## config.mk

```make
export PLATFORM = sky130hd
export DESIGN_NAME = snwt_ctrl
export DESIGN_NICKNAME = d
export VERILOG_FILES = /design/src/rtl/snwt_pkg.sv /design/src/rtl/snwt_ctrl.sv
export SDC_FILE = /design/constraint.sdc
export NUM_CORES = 1
export LEC_CHECK = 0
export BUFFER_PORTS_ARGS = -buffer_cell sky130_fd_sc_hd__buf_2
export CAP_MARGIN = 30
export CELL_PAD_IN_SITES_DETAIL_PLACEMENT = 1
export CELL_PAD_IN_SITES_GLOBAL_PLACEMENT = 2
export CORE_UTILIZATION = 30
export CTS_BUF_LIST = sky130_fd_sc_hd__clkbuf_8
export DETAILED_ROUTE_END_ITERATION = 16
export PLACE_DENSITY = 0.85
export SLEW_MARGIN = 20
export SYNTH_ARGS = -nofsm -noshare
export SYNTH_HDL_FRONTEND = slang
export SYNTH_SLANG_ARGS = --single-unit
export TNS_END_PERCENT = 1
```

## constraint.sdc

```tcl
create_clock -name i_clk -period 2.2 [get_ports i_clk]
set_input_delay 0.44 -clock i_clk [delete_from_list [all_inputs] [get_ports i_clk]]
set_output_delay 0.44 -clock i_clk [all_outputs]
set_load 0.05 [all_outputs]
```

## src/rtl/snwt_pkg.sv

```systemverilog
// ----------------------------------------------------------------------------
// snwt_pkg
// shared types, constants and helpers of the scene node world transform core
// ----------------------------------------------------------------------------
package snwt_pkg;

    localparam int SNWT_MAX_NODES = 1024;

    localparam int IN_DATA_W  = 344;
    localparam int OUT_DATA_W = 144;

    localparam logic [3:0] LOAD_LAST  = 4'd11;
    localparam logic [3:0] QUAT_LAST  = 4'd2;
    localparam logic [3:0] LOCAL_LAST = 4'd2;
    localparam logic [3:0] WORLD_LAST = 4'd11;
    localparam logic [1:0] ROW_LAST   = 2'd3;

    localparam logic signed [31:0] ONE_Q16 = 32'sd65536;

    typedef enum logic [3:0] {
        ST_IDLE,
        ST_LOAD,
        ST_QUAT,
        ST_ROT,
        ST_ROT_WAIT,
        ST_LOCAL,
        ST_LOCAL_WAIT,
        ST_WORLD,
        ST_WORLD_WAIT,
        ST_EMIT
    } t_state;

    typedef enum logic [2:0] {
        OP_NONE,
        OP_LOAD,
        OP_QUAT,
        OP_ROT,
        OP_LOCAL,
        OP_WORLD
    } t_op;

    typedef struct packed {
        logic       capture;
        t_op        op;
        logic [3:0] idx;
        logic [1:0] row;
    } t_dp_cmd;

    function automatic logic signed [31:0] sat32(input logic signed [67:0] v);
        if (v > 68'sd2147483647) begin
            return 32'sh7fffffff;
        end else if (v < -68'sd2147483648) begin
            return 32'sh80000000;
        end
        return v[31:0];
    endfunction

endpackage

```

## src/rtl/snwt_ctrl.sv

```systemverilog
// ----------------------------------------------------------------------------
// snwt_ctrl
// sequencer: parent load, rotation, local and world phases, row emission
// ----------------------------------------------------------------------------
module snwt_ctrl
    import snwt_pkg::*;
(
    input  logic    i_clk,
    input  logic    i_rst_n,
    input  logic    i_s_valid,
    input  logic    i_m_ready,
    output logic    o_s_ready,
    output logic    o_m_valid,
    output logic    o_m_last,
    output t_dp_cmd o_cmd
);

    t_state     r_state, n_state;
    logic [3:0] r_cnt, n_cnt;

    always_ff @(posedge i_clk) begin
        if (!i_rst_n) begin
            r_state <= ST_IDLE;
            r_cnt   <= '0;
        end else begin
            r_state <= n_state;
            r_cnt   <= n_cnt;
        end
    end

    always_comb begin
        n_state = r_state;
        n_cnt   = r_cnt;
        case (r_state)
            ST_IDLE: begin
                if (i_s_valid) begin
                    n_state = ST_LOAD;
                    n_cnt   = '0;
                end
            end
            ST_LOAD: begin
                if (r_cnt == LOAD_LAST) begin
                    n_state = ST_QUAT;
                    n_cnt   = '0;
                end else begin
                    n_cnt = r_cnt + 4'd1;
                end
            end
            ST_QUAT: begin
                if (r_cnt == QUAT_LAST) begin
                    n_state = ST_ROT;
                    n_cnt   = '0;
                end else begin
                    n_cnt = r_cnt + 4'd1;
                end
            end
            ST_ROT:      n_state = ST_ROT_WAIT;
            ST_ROT_WAIT: begin
                n_state = ST_LOCAL;
                n_cnt   = '0;
            end
            ST_LOCAL: begin
                if (r_cnt == LOCAL_LAST) begin
                    n_state = ST_LOCAL_WAIT;
                    n_cnt   = '0;
                end else begin
                    n_cnt = r_cnt + 4'd1;
                end
            end
            ST_LOCAL_WAIT: begin
                n_state = ST_WORLD;
                n_cnt   = '0;
            end
            ST_WORLD: begin
                if (r_cnt == WORLD_LAST) begin
                    n_state = ST_WORLD_WAIT;
                    n_cnt   = '0;
                end else begin
                    n_cnt = r_cnt + 4'd1;
                end
            end
            ST_WORLD_WAIT: begin
                n_state = ST_EMIT;
                n_cnt   = '0;
            end
            ST_EMIT: begin
                if (i_m_ready) begin
                    if (r_cnt[1:0] == ROW_LAST) begin
                        n_state = ST_IDLE;
                        n_cnt   = '0;
                    end else begin
                        n_cnt = r_cnt + 4'd1;
                    end
                end
            end
            default: begin
                n_state = ST_IDLE;
                n_cnt   = '0;
            end
        endcase
    end

    always_comb begin
        o_s_ready     = 1'b0;
        o_m_valid     = 1'b0;
        o_m_last      = 1'b0;
        o_cmd.capture = 1'b0;
        o_cmd.op      = OP_NONE;
        o_cmd.idx     = r_cnt;
        o_cmd.row     = r_cnt[1:0];
        case (r_state)
            ST_IDLE: begin
                o_s_ready     = 1'b1;
                o_cmd.capture = i_s_valid;
            end
            ST_LOAD:  o_cmd.op = OP_LOAD;
            ST_QUAT:  o_cmd.op = OP_QUAT;
            ST_ROT:   o_cmd.op = OP_ROT;
            ST_LOCAL: o_cmd.op = OP_LOCAL;
            ST_WORLD: o_cmd.op = OP_WORLD;
            ST_EMIT: begin
                o_m_valid = 1'b1;
                o_m_last  = (r_cnt[1:0] == ROW_LAST);
            end
            default: o_cmd.op = OP_NONE;
        endcase
    end

endmodule

```

==> Word-level counts from Yosys, hierarchy flattened <==
Cells that the tools add are included.
{ "op_classes": {"n_bitwise": 1, "n_eq_ne": 19, "n_mux": 19, "n_addsub": 1, "n_reduce_logical": 5} }
{ "op_table": {"columns": ["op", "n"], "rows": [
  ["$mux 4", 12],
  ["$pmux 4 s10", 1],
  ["$pmux 4 s5", 1],
  ["$eq 4x3->1 const B", 4],
  ["$pmux 3 s5", 1],
  ["$ne 2x2->1 const B", 7],
  ["$eq 4x2->1 const B", 3],
  ["$eq 4x4->1 const B", 3],
  ["$reduce_and 7->1", 1],
  ["$add 4x1->4 const B", 1],
  ["$eq 4x1->1 const B", 1],
  ["$logic_not 4->1", 1],
  ["$mux 1", 4],
  ["$reduce_or 2->1", 2],
  ["$reduce_and 3->1", 1],
  ["$eq 2x2->1 const B", 1],
  ["$not 1->1", 1]
]} }
{ "word_totals": {"ff_bits": 8, "output_inout_bits": 13, "inputBits": 4, "wordCells": 47} }

==> Longest topological paths before layout <==
Gate-level depths: netlist (run 1).
{ "logic_depth": {"word_depth": 4, "ltp_mapped": 7, "mapped_depth_nobuf": 6} }

==> Least setup slack after synthesis (run 1) <==
OpenSTA, ideal clock, no wires.
{ "synth_path": {"kind": "flip-flop to output port", "start": "register r_state[3]", "end": "output o_cmd[9] (netlist name)", "path_slack_ns": -0.975, "stages_incl_launch_ff": 4, "n_path_buf": 1, "t_arrival_ns": 2.735, "t_required_ns": 1.760, "cell_sequence": "dfxtp_1 -> clkbuf_1 -> nor4_1 -> and2_1"} }
{ "synth_lines": {"columns": ["item", "line", "rtl"], "rows": [
  ["from (decl)", "snwt_ctrl.sv:18", "t_state r_state, n_state;"],
  ["from (signal assigned)", "snwt_ctrl.sv:26", "r_state <= n_state;"],
  ["to (decl)", "snwt_ctrl.sv:15", "output t_dp_cmd o_cmd"]
]} }

==> Worst setup path after layout (run 1) <==
{ "layout_path": {"start": "register r_state[1]", "end": "output o_m_last"} }
{ "layout_between": {"elab_chain_cells": 2} }
{ "layout_rtl": {"columns": ["item", "line", "rtl"], "rows": [
  ["$eq 4x4->1", "snwt_ctrl.sv:111", "case (r_state)"],
  ["$mux 1", "snwt_ctrl.sv:111", null],
  ["to (decl)", "snwt_ctrl.sv:14", "output logic o_m_last,"]
]} }
Every way passes these cells.

==> flow_summary.toml, run 1 <==
[critical_path]
endpoint_kind = "primary output"
slowest_delay_ps = 320
rr_startpoint = "r_cnt[0]"
crit_required_ps = 1760
worstSetupStartpointType = "flip-flop"
critPathMaxFanout = 5
cp_cell_sequence = "nor2_1, and3_1, and2_1, buf_2"
r2r_setup_slack_ps = 300
crit_type = "flip-flop to primary output"
r2r-end = "r_cnt[0]"
crit_arrival_ps = 1570
critPathSlowestCell = "dfxtp_1"
rr_worst_depth = 6

[floorplanning]
die-area_sq_mm = 0.002437
ios = 17
die_w_um = 49.37
coreArea_sq_mm = 0.002042
std_cell_rows = 16
start_util_pct = 32.97
fp.dieH_um = 49.37

[timing]
fmax_mhz = 497.8
finalMaxSlewViolations = 0
rsz0062_at_grt = "no"
hold_ws_ps = 489.1
skew_ps = 1.963
finalHoldViolations = 0
relSlewSlack_pct = 65.02
setup_ws_ps = 191.0
setup_violations = 0
fin_tns_setup_ps = 0
worst_pin_slew_ps = 523.7
finalCriticalPeriod_ps = 2009
post-route-period-util_pct = 91.32

[clocking]
hold_buffers = 0
clockBufferDepth = 2
cts-htree-levels = 1
cts_root_buf = "clkbuf_8"
cts_tree = "done"
cts_resized = 0
post_cts_buffers = 0
cts.sinks = 8
cts_buffers = 3
path_clk_slew_ps = 50
worstSkewPairLatency_ps = 230

[final_layout]
post-route-util_pct = 40.69
fin_nets = 111
stdcell_count = 129
antennaDiodeCount = 0
multi_input_comb_area_sq_um = 470.5
syn_to_final_growth_pct = 23.42
n_fill_cell = 267
final_area_sq_um = 830.8
seq_area_sq_um = 160.2
drive_gt1_share_pct = 27.45

[placed_design]
dpl_worst_slack_ps = 331.3
dpl-instance-area_sq_um = 789.5
port_buffers = 16
dp_hpwl_mm = 1.341
dp_cells = 126
place.gp.congestion = 0.7444

[yosys]
avgSynthCellArea_sq_um = 7.737
synth.largest_area_cell = "dfxtp_1"
synth_area_sq_um = 673.1
synth_cell_types = 36
synth_edf_count = 0
ys_seq_elements = 8
ys.flop_type = "dfxtp_1"
synth_top_area_share_pct = 23.79
synth_area_leaders = "dfxtp_1 (24%), a21oi_1 (5.9%), ha_1 (5.6%)"
yosysWarnings = 0
synthCells = 87
async_reset_ff_share_pct = 0
synth_nets = 94
ys_seq_area_share_pct = 23.79

[power_and_ir_drop]
power.density_mw_per_mm2 = 1118
p_total_uw = 928.6
power.internal_uw = 464.7
share_comb_of_total_power_pct = 58.7
p_leak_nw = 0.4017
p_switching_uw = 463.9
seqPwrFrac_pct = 21.7
ir_worst_vdd_mv = 0.6374
p_sw_share_pct = 49.96
p_clk_share_pct = 19.6

[grt]
antenna_found_initial = 0
first_global_vias = 646
grt_max_degree = 17
grt_pass1_wl_mm = 3.042
overflow = 0
grt_use_total_pct = 16.25

[route]
drc = 0
firstDrtPassIters = 3
wl_per_cell_um = 13.56
drt-vias-per-instance = 5.116
antenna_left = 0
drt_iter0_drc = 4
finalWirelength_mm = 1.749
vias = 660

[min_path]
hold_class = "input pin to flip-flop"
hold_end = "r_cnt[1]"
hold_depth = 2
min_from = "i_rst_n"

[outcome]
status = "complete, no violations"

[job]
cap_violations = 0
==> cells by family (layout without fill, tap and decap cells) <==
group / count (synthesis) / count (layout) / synth area share (%)
AO/OA/AOI/OAI: 20 / 20 / 23.23
XOR/XNOR: 1 / 1 / 1.301
adder cells (fa/ha/maj): 3 / 3 / 5.577
buffers and inverters: 12 / 27 / 8.548
flip-flops: 8 / 8 / 23.79
multiplexers: 2 / 2 / 2.974
AND/OR/NAND/NOR: 41 / 41 / 34.57
==> layout make-up <==
type                            count  area share [%]
Clock buffer                        3           4.970
Inverter                            4           1.807
Multi-Input combinational cell     67           56.63
Sequential cell                     8           19.28
Tap cell                           27           4.066
Timing Repair Buffer               20           13.25
==> worst max-delay path by stage <==
stage | from | end | slack (ps)
after floorplan | r_state[3] | o_cmd[9] | -10
after global placement | r_state[0] | r_cnt[0] | 410
after detailed placement | r_cnt[0] | r_cnt[0] | 330
after CTS | r_state[1] | o_m_last | 200
after global routing | r_state[1] | o_m_last | 110
final | r_state[1] | o_m_last | 190
==> worst max-delay path, delay by kind of cell, from the launching register on <==
family	cells	cell delay, ps
DFF	1	320
buffers and inverters	1	250
and+or+nand+nor	3	770
==> power groups by stage <==
stage	clock network, mW	registers (mW)	logic (mW)
6_report	0.182	0.201	0.545
3_5_place_dp	0	0.204	0.547
2_1_floorplan	0	0.218	0.419
5_1_grt	0.195	0.208	0.588
3_3_place_gp	0	0.201	0.540
4_1_cts	0.186	0.202	0.550
==> registers in the layout, indices dropped and copies added, names as in the netlist <==
name / count
r_cnt: 4
r_state: 4
==> Yosys cell counts (all sizes together), types with 2 or more instances <==
library cell,count
a21oi,8
dfxtp,8
nand2,8
nor2,6
and2,5
buf,4
clkbuf,4
inv,4
nor3,4
a211oi,3
ha,3
nand2b,3
a21o,2
and3,2
mux2i,2
nand3b,2
nor2b,2
==> per-layer routing <==
layer / track usage, % / wire [um]
met1: 21.16 / 874
met2: 26.03 / 814
met3: 2.804 / 36
met4: 7.143 / 23
met5: 0 / 0
==> placed cells by master (no fill, tap or decap), types with 3 or more instances in the layout <==
cell type,netlist,final
a21oi_1,8,8
and2_1,5,5
buf_2,1,16
buf_4,3,4
clkbuf_8,0,3
dfxtp_1,8,8
ha_1,3,3
inv_1,4,4
nand2_1,8,8
nand2b_1,3,3
nor2_1,6,6
nor3_1,4,4
(Power assumes the default switching activity.)
==> run 2, diff against run 1 <==
--- a/config.mk
+++ b/config.mk
@@ -13,6 +13,7 @@
 export CTS_BUF_LIST = sky130_fd_sc_hd__clkbuf_8
 export DETAILED_ROUTE_END_ITERATION = 16
 export PLACE_DENSITY = 0.85
+export RECOVER_POWER = 100
 export SLEW_MARGIN = 20
 export SYNTH_ARGS = -nofsm -noshare
 export SYNTH_HDL_FRONTEND = slang
==> flow_summary.toml, run 2 (synthesis results as in run 1) <==
[placed_design]
dp_hpwl_mm = 1.341
dpl_worst_slack_ps = 331.3
port_buffers = 16
place.gp.congestion = 0.7444
dpl-instance-area_sq_um = 789.5

[timing]
worst_pin_slew_ps = 598.2
fmax_mhz = 490.9
finalHoldViolations = 0
post-route-period-util_pct = 92.59
finalMaxSlewViolations = 0
skew_ps = 1.899
finalCriticalPeriod_ps = 2037
hold_ws_ps = 489.2
setup_violations = 0
relSlewSlack_pct = 60.29
setup_ws_ps = 163.1
fin_tns_setup_ps = 0
rsz0062_at_grt = "no"

[route]
firstDrtPassIters = 3
vias = 656
finalWirelength_mm = 1.751
drc = 0
antenna_left = 0
drt-vias-per-instance = 5.085
drt_iter0_drc = 6
wl_per_cell_um = 13.57

[critical_path]
crit_type = "flip-flop to primary output"
critPathSlowestCell = "dfxtp_1"
r2r_setup_slack_ps = 300
cp_cell_sequence = "nor2_1, and3_1, and2_1, clkbuf_2"
rr_startpoint = "r_cnt[0]"
rr_worst_depth = 6
worstSetupStartpointType = "flip-flop"
endpoint_kind = "primary output"
crit_required_ps = 1760
slowest_delay_ps = 320
crit_arrival_ps = 1600
critPathMaxFanout = 5
r2r-end = "r_cnt[0]"

[min_path]
min_from = "i_rst_n"
hold_end = "r_cnt[1]"
hold_class = "input pin to flip-flop"
hold_depth = 2

[clocking]
cts_root_buf = "clkbuf_8"
cts.sinks = 8
hold_buffers = 0
worstSkewPairLatency_ps = 230
cts_resized = 0
cts_tree = "done"
clockBufferDepth = 2
post_cts_buffers = 0
cts_buffers = 3
path_clk_slew_ps = 50
cts-htree-levels = 1

[power_and_ir_drop]
share_comb_of_total_power_pct = 58.4
power.internal_uw = 457.5
p_clk_share_pct = 19.7
p_leak_nw = 0.3655
seqPwrFrac_pct = 21.9
p_sw_share_pct = 50.43
ir_worst_vdd_mv = 0.6350
p_switching_uw = 465.4
power.density_mw_per_mm2 = 1128
p_total_uw = 922.9

[final_layout]
layout_common_cells = "a21oi_1 (8), nand2_1 (8), clkbuf_1 (8), dfxtp_1 (8), nor2_1 (6)"
final_area_sq_um = 818.3
fin_nets = 111
syn_to_final_growth_pct = 21.56
top_regs = "r_cnt x4, r_state x4"
drive_gt1_share_pct = 19.61
n_fill_cell = 270
antennaDiodeCount = 0

[outcome]
status = "complete, no violations"

[floorplanning]
die_w_um = 49.37
die-area_sq_mm = 0.002437
start_util_pct = 32.97
coreArea_sq_mm = 0.002042
ios = 17
fp.dieH_um = 49.37
std_cell_rows = 16

[grt]
antenna_found_initial = 0
grt_pass1_wl_mm = 3.042
overflow = 0
first_global_vias = 646
grt_use_total_pct = 16.25
grt_max_degree = 17

[job]
cap_violations = 0
[run 2: power groups by stage]
stage | Clock, mW | Sequential, mW | Combinational (mW)
final | 0.182 | 0.202 | 0.539
after global routing | 0.195 | 0.208 | 0.582
after CTS | 0.186 | 0.202 | 0.550
after detailed placement | 0 | 0.204 | 0.547
after global placement | 0 | 0.201 | 0.540
after floorplan | 0 | 0.218 | 0.419
[run 2: worst max-delay path: cells and delay by family (launching register included)]
family / cells / cell delay, ps
AND/OR/NAND/NOR: 3 / 780
flip-flops: 1 / 320
buffers and inverters: 1 / 270
[run 2: metrics by stage]
step,cells,util (%)
after CTS,129,40.69
final,129,40.07
after floorplan,87,-
after global placement,126,38.66
after global routing,129,40.07
after detailed placement,126,38.66
[run 2: metal layers]
metal | wire [um] | GRT usage [%] | vias up | part of all wire (%)
met5 | 0 | 0 | - | 0
met4 | 23 | 7.143 | 0 | 1.3
met3 | 35 | 2.804 | 2 | 2.0
met2 | 805 | 26.03 | 10 | 46
met1 | 886 | 21.16 | 309 | 51
li1 | - | - | 335 | -
[run 2: area by class of cell]
type                       instances  area (sq um)  area share (%)
inverter                           4         15.01           1.835
multi-input combinational         67         470.5           57.49
clock buffer                       3         41.29           5.046
timing repair buffer              20         97.59           11.93
tap                               27         33.78           4.128
sequential                         8         160.2           19.57
[run 2: how the worst max path moves through the flow]
stage | startpoint | slack, ps | cells after the start | endpoint
CTS | r_state[1] | 200 | 4 | o_m_last
global placement | r_state[0] | 410 | 5 | r_cnt[0]
global route | r_state[3] | 60 | 4 | o_cmd[8]
finish | r_state[1] | 160 | 4 | o_m_last
floorplan | r_state[3] | -10 | 3 | o_cmd[9]
detailed placement | r_cnt[0] | 330 | 6 | r_cnt[0]
==> run 3, diff against run 2 <==
--- a/config.mk
+++ b/config.mk
@@ -12,6 +12,7 @@
 export CORE_UTILIZATION = 30
 export CTS_BUF_LIST = sky130_fd_sc_hd__clkbuf_8
 export DETAILED_ROUTE_END_ITERATION = 16
+export GPL_TIMING_DRIVEN = 0
 export PLACE_DENSITY = 0.85
 export RECOVER_POWER = 100
 export SLEW_MARGIN = 20
==> constraint.sdc (replaced) <==
create_clock -name i_clk -period 1.9 [get_ports i_clk]
set_input_delay 0.38 -clock i_clk [delete_from_list [all_inputs] [get_ports i_clk]]
set_output_delay 0.38 -clock i_clk [all_outputs]
set_load 0.05 [all_outputs]
==> flow_summary.toml, run 3 (synthesis results as in run 1) <==
[clocking]
clockBufferDepth = 2
cts_root_buf = "clkbuf_8"
cts-htree-levels = 1
hold_buffers = 0
cts_tree = "done"
path_clk_slew_ps = 50
worstSkewPairLatency_ps = 230
cts_buffers = 3
cts.sinks = 8

[critical_path]
slowest_delay_ps = 400
critPathMaxFanout = 9
crit_type = "flip-flop to flip-flop"
worstSetupStartpointType = "flip-flop"
endpoint_kind = "flip-flop"
crit_required_ps = 2060
cp_top_family = "simple AND/OR/NAND/NOR gates"
crit_arrival_ps = 2020
rr_worst_depth = 6
cp_num_buf_inv = 1
cp_cell_sequence = "buf_6, or3b_4, a221oi_4, a211oi_4, or3_1, a21oi_1"
cp_num_cells = 6
critPathSlowestCell = "or3b_4"

[route]
finalWirelength_mm = 1.965
antenna_left = 0
firstDrtPassIters = 3
wl_per_cell_um = 14.34
drc = 0
drt-vias-per-instance = 5.255
vias = 720
drt_iter0_drc = 6

[power_and_ir_drop]
p_sw_share_pct = 48.20
ir_worst_vdd_mv = 0.6850
p_total_mw = 1.203
power.internal_uw = 623.2
p_leak_nw = 0.4267
seqPwrFrac_pct = 20.0
p_switching_uw = 580.0
p_clk_share_pct = 17.7
share_comb_of_total_power_pct = 62.4
power.density_mw_per_mm2 = 1296

[placed_design]
dp_hpwl_mm = 1.449
place.gp.congestion = 0.7642
port_buffers = 16
dp_cells = 130

[timing]
finalMaxSlewViolations = 0
rsz0062_at_grt = "yes"
relSlewSlack_pct = 60.06
skew_ps = 3.117
finalHoldViolations = 0
setup_violations = 0
fmax_mhz = 537.5
worst_pin_slew_ps = 601.7
finalCriticalPeriod_ps = 1860
post-route-period-util_pct = 97.92

[min_path]
hold_class = "input pin to flip-flop"
hold_depth = 2

[final_layout]
antennaDiodeCount = 0
top_regs = "r_cnt x4, r_state x4"
stdcell_count = 137
layout_common_cells = "buf_4 (8), a21oi_1 (8), nand2_1 (8), buf_2 (7), clkbuf_1 (6)"
fin_nets = 119
syn_to_final_growth_pct = 37.92
drive_gt1_share_pct = 34.55

[floorplanning]
std_cell_rows = 16
coreArea_sq_mm = 0.002042
start_util_pct = 32.97
die_w_um = 49.37
ios = 17
fp.dieH_um = 49.37
die-area_sq_mm = 0.002437

[grt]
antenna_found_initial = 0
overflow = 0
grt_pass1_wl_mm = 3.256
first_global_vias = 721
grt_use_total_pct = 17.65
grt_max_degree = 11

[job]
cap_violations = 0

[outcome]
status = "complete, no violations"
## run 3: changes by cell type in the layout (fill, tap and decap cells not counted), moves of 2 or more
cell / before / now
buf_2: 4 / 7
buf_4: 3 / 8
buf_6: 0 / 3
clkbuf_1: 8 / 6
clkbuf_2: 5 / 2
clkbuf_4: 0 / 2
dfxtp_1: 8 / 4
dfxtp_2: 0 / 4
nor3_1: 4 / 2
nor3_2: 0 / 2
## run 3: stage by stage
stage          util, %  hold slack, ps  setup slack [ps]  setup TNS, ps  instance area [sq um]
3_5_place_dp     39.64           547.6            -72.31         -159.6                  809.5
5_1_grt          45.47           436.8            -59.73         -129.8                  928.4
4_1_cts          43.08           425.5            -53.83         -104.7                  879.6
2_1_floorplan        -           497.7            -168.2         -424.9                  695.7
6_report         45.47           427.6             39.58              0                  928.4
3_3_place_gp     39.64           522.5            -17.12         -18.34                  809.5
## run 3: layout make-up
| type | count | area [sq um] |
|---|---|---|
| clock buffers | 3 | 41.29 |
| well taps | 27 | 33.78 |
| flip-flops and latches | 8 | 165.2 |
| inverters | 4 | 15.01 |
| fillers | 270 | 1114 |
| plain buffers | 8 | 56.30 |
| multi-input cells | 67 | 496.7 |
| repair buffers | 20 | 120.1 |
## run 3: power by group through the flow
stage	sequential, mW	clock [mW]	combinational, mW
6_report	0.240	0.213	0.750
5_1_grt	0.245	0.229	0.812
4_1_cts	0.232	0.214	0.693
3_5_place_dp	0.233	0	0.651
3_3_place_gp	0.229	0	0.638
2_1_floorplan	0.253	0	0.491
## run 3: path summary, 6_finish.rpt
| path | endpoint | startpoint | slack [ps] |
|---|---|---|---|
| setup reg to reg | r_cnt[0] | r_state[1] | 40 |
| hold reg to reg | r_cnt[0] | r_cnt[0] | 510 |
| hold / removal | r_cnt[1] | i_rst_n | 430 |
| setup / recovery | r_cnt[0] | r_state[1] | 40 |
## run 3: metal layers
metal  vias to the layer above  track usage [%]  wire (um)
met5                         -                0          0
met2                        15            28.54        977
met1                       345            22.01        896
li1                        353                -          -
met4                         0            10.00         55
met3                         7            2.804         35
## run 3: what timing repair did
action	4_1_cts	5_1_grt
gates resized for setup	10	12
setup endpoints to repair	8	11
buffers inserted	1	3
pin swaps	1	3
